==> config.mk <==
export PLATFORM = sky130hd
export DESIGN_NAME = msph_div
export DESIGN_NICKNAME = d
export VERILOG_FILES = /design/src/rtl/msph_div.sv
export SDC_FILE = /design/constraint.sdc
export NUM_CORES = 1
export LEC_CHECK = 0
export ABC_AREA = 1
export BUFFER_PORTS_ARGS = -buffer_cell sky130_fd_sc_hd__buf_2
export CORE_MARGIN = 2
export CORE_UTILIZATION = 36
export CTS_CLUSTER_DIAMETER = 150
export DETAILED_ROUTE_END_ITERATION = 10
export GPL_TIMING_DRIVEN = 0
export PLACE_DENSITY = 0.59
export SLEW_MARGIN = 25
export SYNTH_ARGS = -nofsm -noshare
export SYNTH_HDL_FRONTEND = slang
export SYNTH_SLANG_ARGS = --single-unit
==> constraint.sdc <==
create_clock -name i_clk -period 2.1 [get_ports i_clk]
set_input_delay 0.315 -clock i_clk [delete_from_list [all_inputs] [get_ports i_clk]]
set_output_delay 0.315 -clock i_clk [all_outputs]
set_load 0.05 [all_outputs]
==> src/rtl/msph_div.sv <==
`default_nettype none
// restoring divider, one quotient bit per cycle
module msph_div #(
    parameter int NW = 34,
    parameter int DW = 24
) (
    input  wire logic          i_clk,
    input  wire logic          i_rst_n,
    input  wire logic          i_start,
    input  wire logic [NW-1:0] i_num,
    input  wire logic [DW-1:0] i_den,
    output logic               o_done,
    output logic [NW-1:0]      o_quo
);
    localparam int CNT_W = $clog2(NW + 1);

    logic             r_busy;
    logic             r_done;
    logic [CNT_W-1:0] r_cnt;
    logic [DW-1:0]    r_rem;
    logic [DW-1:0]    r_den;
    logic [NW-1:0]    r_quo;

    logic [DW:0]   w_sh;
    logic [DW:0]   w_sub;
    logic          w_ge;
    logic [DW-1:0] n_rem;

    always_comb begin
        w_sh  = {r_rem, r_quo[NW-1]};
        w_ge  = w_sh >= {1'b0, r_den};
        w_sub = w_sh - {1'b0, r_den};
        n_rem = w_ge ? w_sub[DW-1:0] : w_sh[DW-1:0];
    end

    always_ff @(posedge i_clk) begin
        if (!i_rst_n) begin
            r_busy <= 1'b0;
            r_done <= 1'b0;
            r_cnt  <= '0;
        end else if (i_start) begin
            r_busy <= 1'b1;
            r_done <= 1'b0;
            r_cnt  <= CNT_W'(NW);
        end else if (r_busy) begin
            r_cnt <= r_cnt - 1'b1;
            if (r_cnt == CNT_W'(1)) begin
                r_busy <= 1'b0;
                r_done <= 1'b1;
            end
        end else begin
            r_done <= 1'b0;
        end
    end

    always_ff @(posedge i_clk) begin
        if (i_start) begin
            r_rem <= '0;
            r_quo <= i_num;
            r_den <= i_den;
        end else if (r_busy) begin
            r_rem <= n_rem;
            r_quo <= {r_quo[NW-2:0], w_ge};
        end
    end

    assign o_done = r_done;
    assign o_quo  = r_quo;
endmodule
`default_nettype wire

==> results.json, run 1 <==
{
  "clock_tree_from_tritoncts": "built",
  "globalplace.congestion": 0.892,
  "place.port_buffers": 95,
  "die_width_um": 128,
  "drc": 0,
  "placed_area_sq_um": 6310,
  "post_synth_instance_area_sq_um": 5560,
  "report.final.setup_viol": 0,
  "preCtsSetupSlack_ns": -0.441,
  "drtIter0Drc": 377,
  "final_max_slew_viol_count": 0,
  "critPathKind": "reg2reg",
  "final_core_util_pct": 48.8,
  "synth_seq_cells": 90,
  "tritoncts_num_sinks": 90,
  "grt_antenna_before_repair": 0,
  "clock.fmax_mhz": 484,
  "timing.critical_path.arrival_ns": 2.18,
  "cpLargestDelayFamily": "simple AND/OR/NAND/NOR gates",
  "worst_setup_path_start_kind": "register",
  "cap_violations": 0,
  "max_stage_delay_ns": 0.38,
  "wl_cell_um": 14.3,
  "timing.max_slew.rel_slack_pct": 62.7,
  "cts_made_buffers": 9,
  "vias_per_cell": 4.82,
  "cp_cell_sequence": "inv_2 -> ha_4 -> nand2_4 -> inv_2 -> nand2_2 -> nand2_2 -> nand2_2 -> nand2_4 -> a21oi_4 -> nand3_4 -> buf_12 -> nand2_2 -> nand2_1",
  "power_frac_comb_pct": 19.5,
  "vias": 5230,
  "num_rows": 45,
  "ir_worst_vdd_mv": 0.516,
  "worst_ep_required_time_ns": 2.22,
  "worstPathBufferInverterCount": 3,
  "number_of_antenna_diodes": 0,
  "grt-ovfl-total": 0,
  "synth_area_per_cell_sq_um": 7.23,
  "firstDrtPassIters": 6,
  "critical_path_peak_fanout": 6,
  "p_leak_nw": 3.63,
  "hpwl_dp_mm": 11.0,
  "syn_inst": 769,
  "worst_hold_path_type": "in2reg",
  "cts.hold.buffers_added": 0,
  "power-per-cell-area_nw_per_um2": 631,
  "period_needed_ns": 2.06,
  "clockRootBuffer": "clkbuf_16",
  "floorplan.core_area_sq_um": 15100,
  "post-route-worst-setup-slack_ns": 0.0354,
  "slowest_stage": "edfxtp_1",
  "synth_cell_types": 35,
  "layout_commonest_cell": "nand2_1",
  "timing_worst_slew_pin_value_ns": 0.557,
  "finClkSkew_ns": 0.0112,
  "cp-end-kind": "register",
  "fin_area_sq_um": 7390,
  "die_area_sq_um": 16500,
  "grt_pass1_vias": 5004,
  "post_synthesis_net_count": 857,
  "grt_setup_unrepaired": "yes",
  "routed_wirelength_mm": 15.4,
  "clock_pin_transition_on_the_worst_setup_and_hold_timing_paths_ns": 0.07,
  "sw_frac_of_total_pct": 32.4,
  "grt_start_max_net_pins": 27,
  "initial_utilization_pct": 36.7,
  "syn2layout_area_growth_pct": 33.0,
  "layout-drive-gt1-share_pct": 28.9,
  "boundaryPins": 96,
  "run_status": "finished, final reports clean",
  "nFillCells": 1464,
  "final_hold_viol_count": 0,
  "clock_path_buffers": 2,
  "post_detailed_route_count_of_antenna_violating_nets": 0,
  "clock_power_share_pct": 35.9,
  "synth_warnings": 0,
  "period_share_pct": 98.3,
  "yosysSeqAreaShare_pct": 42.9,
  "share_seq_of_total_power_pct": 44.7,
  "grtUsageTotal_pct": 18.8,
  "final_cell_mix": "267 x nand2_1, 124 x inv_1, 96 x buf_2",
  "power.net_switching_w": 0.00151,
  "internal_power_w": 0.00315,
  "cp_common_cell": "nand2_2",
  "cts.htree.levels": 3,
  "total_power_w": 0.00466,
  "worst_skew_pair.late_latency_ns": 0.36,
  "die-height_um": 128,
  "nets": 979,
  "grt_first_pass_wirelength_mm": 24.4
}
==> per-stage QoR <==
step / hold slack (ns) / TNS, ns / instances
global route: 0.118 / -0.598 / 1084
detailed placement: 0.464 / -27.71 / 1053
finish: 0.131 / 0 / 1084
floorplan: 0.414 / -0.0817 / 769
CTS: 0.117 / -0.00737 / 1073
global placement: 0.463 / -75.59 / 1052
==> kinds of logic (layout without fill, tap and decap cells) <==
logic type	after synthesis	after routing	share of synthesized area [%]
flops	90	90	42.9
xor+xnor	12	12	1.89
compound gates	33	33	3.42
buf+inv	163	290	11.4
simple gates	444	444	34.2
fa+ha+maj	27	27	6.21
==> worst paths after layout <==
check | to | startpoint | cells past startpoint | slack (ns)
worst min-delay path | r_den[17]$_DFFE_PP_ | i_den[17] | 1 | 0.13
worst min register to register | r_cnt[0]$_SDFFE_PP0P_ | r_cnt[0]$_SDFFE_PP0P_ | 2 | 0.49
worst max-delay path | o_quo[0]$_DFFE_PP_ | r_den[12]$_DFFE_PP_ | 13 | 0.04
worst max register to register | o_quo[0]$_DFFE_PP_ | r_den[12]$_DFFE_PP_ | 13 | 0.04
==> synthesized netlist by cell type <==
master    count  share of area, %
nor2_2        3              0.34
nand3_4       1              0.32
clkinv_1      1             0.067
nor3_1        6              0.54
buf_6         2              0.41
nand3_2       7               1.3
buf_1         1             0.067
nor3_2        1              0.18
and3_1        1              0.11
a21oi_4       1              0.29
nand3_1      50               4.5
inv_1       141               9.5
a21o_1        1              0.14
o21bai_1      2              0.27
nand2_2       2              0.23
xor2_1        3              0.47
clkbuf_1     10              0.68
edfxtp_1     58                31
nor3b_1       2              0.27
or2_1         1              0.11
buf_2         6              0.54
a21oi_1      14               1.3
o21ai_1       6              0.54
dfxtp_1      32                12
fa_1          1              0.36
inv_2         2              0.14
nand3b_1      1              0.14
ha_1         26               5.9
a221oi_1      1              0.16
o21ai_0       7              0.63
xnor2_1       9               1.4
a211oi_1      1              0.14
nand4_1      29               3.3
nor2_1       35               2.4
nand2_1     305                21
==> power by group through the flow <==
stage          registers [W]  clock network [W]  logic, W
6_report             0.00208            0.00167  0.000907
5_1_grt              0.00210            0.00177  0.000985
4_1_cts              0.00208            0.00172  0.000812
3_5_place_dp         0.00212                  0  0.000794
3_3_place_gp         0.00212                  0  0.000778
2_1_floorplan        0.00235                  0  0.000310
==> layout make-up <==
| class | instances | area [sq um] | share of cell area, % |
|---|---|---|---|
| timing repair buffer | 112 | 677 | 9.16 |
| multi-input combinational | 516 | 3140 | 42.4 |
| sequential | 90 | 2380 | 32.2 |
| clock buffer | 9 | 225 | 3.05 |
| inverter | 144 | 541 | 7.31 |
| tap | 188 | 235 | 3.18 |
| clock inverter | 7 | 76.3 | 1.03 |
| buffer | 18 | 120 | 1.62 |
==> state kept, by name, summed over array words and instances, names as in the netlist <==
register  cells
r_busy        1
r_cnt         6
o_done        1
o_quo        34
r_rem        24
r_den        24
==> layer usage <==
| layer | global-route usage, % | share of wire, % | vias to the layer above |
|---|---|---|---|
| met5 | 0 | 0 | - |
| met4 | 6.92 | 2.4 | 0 |
| met3 | 5.59 | 7.7 | 28 |
| met2 | 30.6 | 46 | 172 |
| met1 | 23.7 | 44 | 2372 |
| li1 | - | - | 2658 |
==> repair_timing <==
| item | 4_1_cts | 5_1_grt |
|---|---|---|
| pin swaps | 2 | 30 |
| cloned | 0 | 2 |
| buffers inserted | 4 | 10 |
| setup endpoints to repair | 44 | 48 |
| gates resized for setup | 23 | 119 |
Power figures use the tool's default switching activity.
==> inputs of run 2 (changes only) <==
--- a/config.mk
+++ b/config.mk
@@ -7,12 +7,14 @@
 export LEC_CHECK = 0
 export ABC_AREA = 1
 export BUFFER_PORTS_ARGS = -buffer_cell sky130_fd_sc_hd__buf_2
+export CELL_PAD_IN_SITES_DETAIL_PLACEMENT = 1
+export CELL_PAD_IN_SITES_GLOBAL_PLACEMENT = 2
 export CORE_MARGIN = 2
-export CORE_UTILIZATION = 36
+export CORE_UTILIZATION = 29
 export CTS_CLUSTER_DIAMETER = 150
 export DETAILED_ROUTE_END_ITERATION = 10
 export GPL_TIMING_DRIVEN = 0
-export PLACE_DENSITY = 0.59
+export PLACE_DENSITY = 0.79
 export SLEW_MARGIN = 25
 export SYNTH_ARGS = -nofsm -noshare
 export SYNTH_HDL_FRONTEND = slang
==> run 2 against run 1 <==
Effect of this change:
- the flow now finishes with violations (negative setup slack)
- maximum frequency shrank 2.8%
- critical path depth shrank 2
- final cell count grew 4.6%
==> results.json, run 2 (synthesis results as in run 1) <==
{
  "grt-ovfl-total": 0,
  "r2r-start": "r_den[22]$_DFFE_PP_",
  "vias_per_cell": 4.63,
  "num_rows": 50,
  "routed_wirelength_mm": 18.0,
  "timing.critical_path.arrival_ns": 2.25,
  "tritoncts_num_sinks": 90,
  "place.port_buffers": 95,
  "largest_register_ffs": 34,
  "cts.hold.buffers_added": 0,
  "cap_violations": 0,
  "firstDrtPassIters": 4,
  "cts.htree.levels": 3,
  "report.final.setup_viol": 1,
  "critical_path_peak_fanout": 6,
  "die_area_sq_um": 20300,
  "grt_first_pass_wirelength_mm": 28.4,
  "floorplan.core_area_sq_um": 18800,
  "layout-drive-gt1-share_pct": 30.3,
  "min_from": "i_den[2]",
  "rr_endpoint": "o_quo[0]$_DFFE_PP_",
  "final.setup.tns_ns": -0.0233,
  "layout_commonest_cell": "nand2_1",
  "clock_pin_transition_on_the_worst_setup_and_hold_timing_paths_ns": 0.08,
  "worstHoldEndpoint": "r_den[2]$_DFFE_PP_",
  "fin_area_sq_um": 7570,
  "grt_start_max_net_pins": 44,
  "placed_area_sq_um": 6340,
  "worst_skew_pair.late_latency_ns": 0.37,
  "worst_hold_path_type": "in2reg",
  "nFillCells": 2315,
  "die-height_um": 142,
  "post_detailed_route_count_of_antenna_violating_nets": 0,
  "failed_checks": "negative setup slack",
  "grt_pass1_vias": 5519,
  "drc": 0,
  "finClkSkew_ns": 0.0107,
  "timing.max_slew.rel_slack_pct": 44.9,
  "holdPathStages": 1,
  "period_needed_ns": 2.12,
  "die_width_um": 142,
  "ir_worst_vdd_mv": 0.400,
  "clockRootBuffer": "clkbuf_16",
  "boundaryPins": 96,
  "cp-end-kind": "register",
  "r2r_cells": 11,
  "period_share_pct": 101,
  "power-per-cell-area_nw_per_um2": 625,
  "clock_path_buffers": 2,
  "initial_utilization_pct": 29.6,
  "nets": 982,
  "critPathKind": "reg2reg",
  "rrSetupSlack_ns": -0.02,
  "grt_setup_unrepaired": "yes",
  "worst_setup_path_start_kind": "register",
  "drtIter0Drc": 248,
  "worst_ep_required_time_ns": 2.23,
  "final_hold_viol_count": 0,
  "wl_cell_um": 15.8,
  "grtUsageTotal_pct": 17.9,
  "p_leak_nw": 3.64,
  "run_status": "finished, violations left",
  "setup.worst_path.start": "r_den[22]$_DFFE_PP_",
  "clock.fmax_mhz": 471,
  "cts_made_buffers": 9,
  "post-route-worst-setup-slack_ns": -0.0233,
  "vias": 5248,
  "globalplace.congestion": 0.850,
  "timing_worst_slew_pin_value_ns": 0.827,
  "preCtsSetupSlack_ns": -0.448,
  "hpwl_dp_mm": 13.0,
  "clock_tree_from_tritoncts": "built",
  "final_core_util_pct": 40.3,
  "final_cell_mix": "262 x nand2_1, 129 x inv_1, 95 x buf_2",
  "grt_antenna_before_repair": 1,
  "syn2layout_area_growth_pct": 36.2,
  "final_max_slew_viol_count": 0
}
[run 2: cell count changes in the layout (fill, tap and decap cells not counted), moves of 5 or more]
cell	previous run	this run
inv_1	124	129
nand3_4	2	9
nand2_2	29	34
nand3_1	36	27
nand2_1	267	262
inv_2	19	14
buf_4	15	22
[run 2: critical path, cell delays in order (launching register included)]
cell      delay, ns
edfxtp_1       0.40
inv_2          0.09
ha_4           0.22
a21oi_4        0.18
nor2_1         0.07
nor2_1         0.12
nand2_2        0.08
a21oi_4        0.20
nand3_4        0.20
buf_12         0.21
nand2_4        0.06
nand2_2        0.05
[run 2: worst max path at each step]
stage	end	cells after the start
after global placement	o_quo[16]$_DFFE_PP_	4
final	o_quo[0]$_DFFE_PP_	11
after CTS	r_rem[20]$_SDFFE_PP0P_	15
after global routing	r_rem[4]$_SDFFE_PP0P_	12
after detailed placement	o_quo[22]$_DFFE_PP_	6
after floorplan	r_rem[8]$_SDFFE_PP0P_	10
[run 2: per-stage QoR]
step	hold slack, ns	cells	power (W)
4_1_cts	0.103	1127	0.00471
3_3_place_gp	0.464	1098	0.00291
6_report	0.113	1134	0.00473
2_1_floorplan	0.414	769	0.00266
3_5_place_dp	0.467	1098	0.00292
5_1_grt	0.107	1133	0.00493
[run 2: routing by layer]
layer | vias to the layer above | wire length, um | global-route usage, %
li1 | 2669 | - | -
met1 | 2491 | 8570 | 24.2
met2 | 77 | 8340 | 29.1
met3 | 11 | 897 | 4.51
met4 | 0 | 162 | 3.86
met5 | - | 0 | 0
[run 2: power by group]
part	leakage, nW	switching [W]	internal, W
Sequential	0.843	0.0000572	0.00202
Combinational	2.65	0.000646	0.000279
Clock	0.147	0.000873	0.000852
[run 2: layout make-up]
| class | count | area, sq um | area share (%) |
|---|---|---|---|
| well taps | 234 | 293 | 3.87 |
| repair buffers | 118 | 684 | 9.04 |
| diodes | 1 | 2.50 | 0.0330 |
| clock buffers | 9 | 225 | 2.97 |
| inverters | 144 | 544 | 7.19 |
| multi-input cells | 516 | 3260 | 43.1 |
| flip-flops and latches | 90 | 2380 | 31.5 |
| plain buffers | 15 | 95.1 | 1.26 |
| clock inverters | 7 | 85.1 | 1.12 |
[run 2: timing repair]
| item | 4_1_cts | 5_1_grt |
|---|---|---|
| setup endpoints to repair | 46 | 34 |
| setup buffers | 12 | 10 |
| pin swaps | 12 | 33 |
| gates cloned | 1 | 1 |
| gates resized for setup | 71 | 95 |
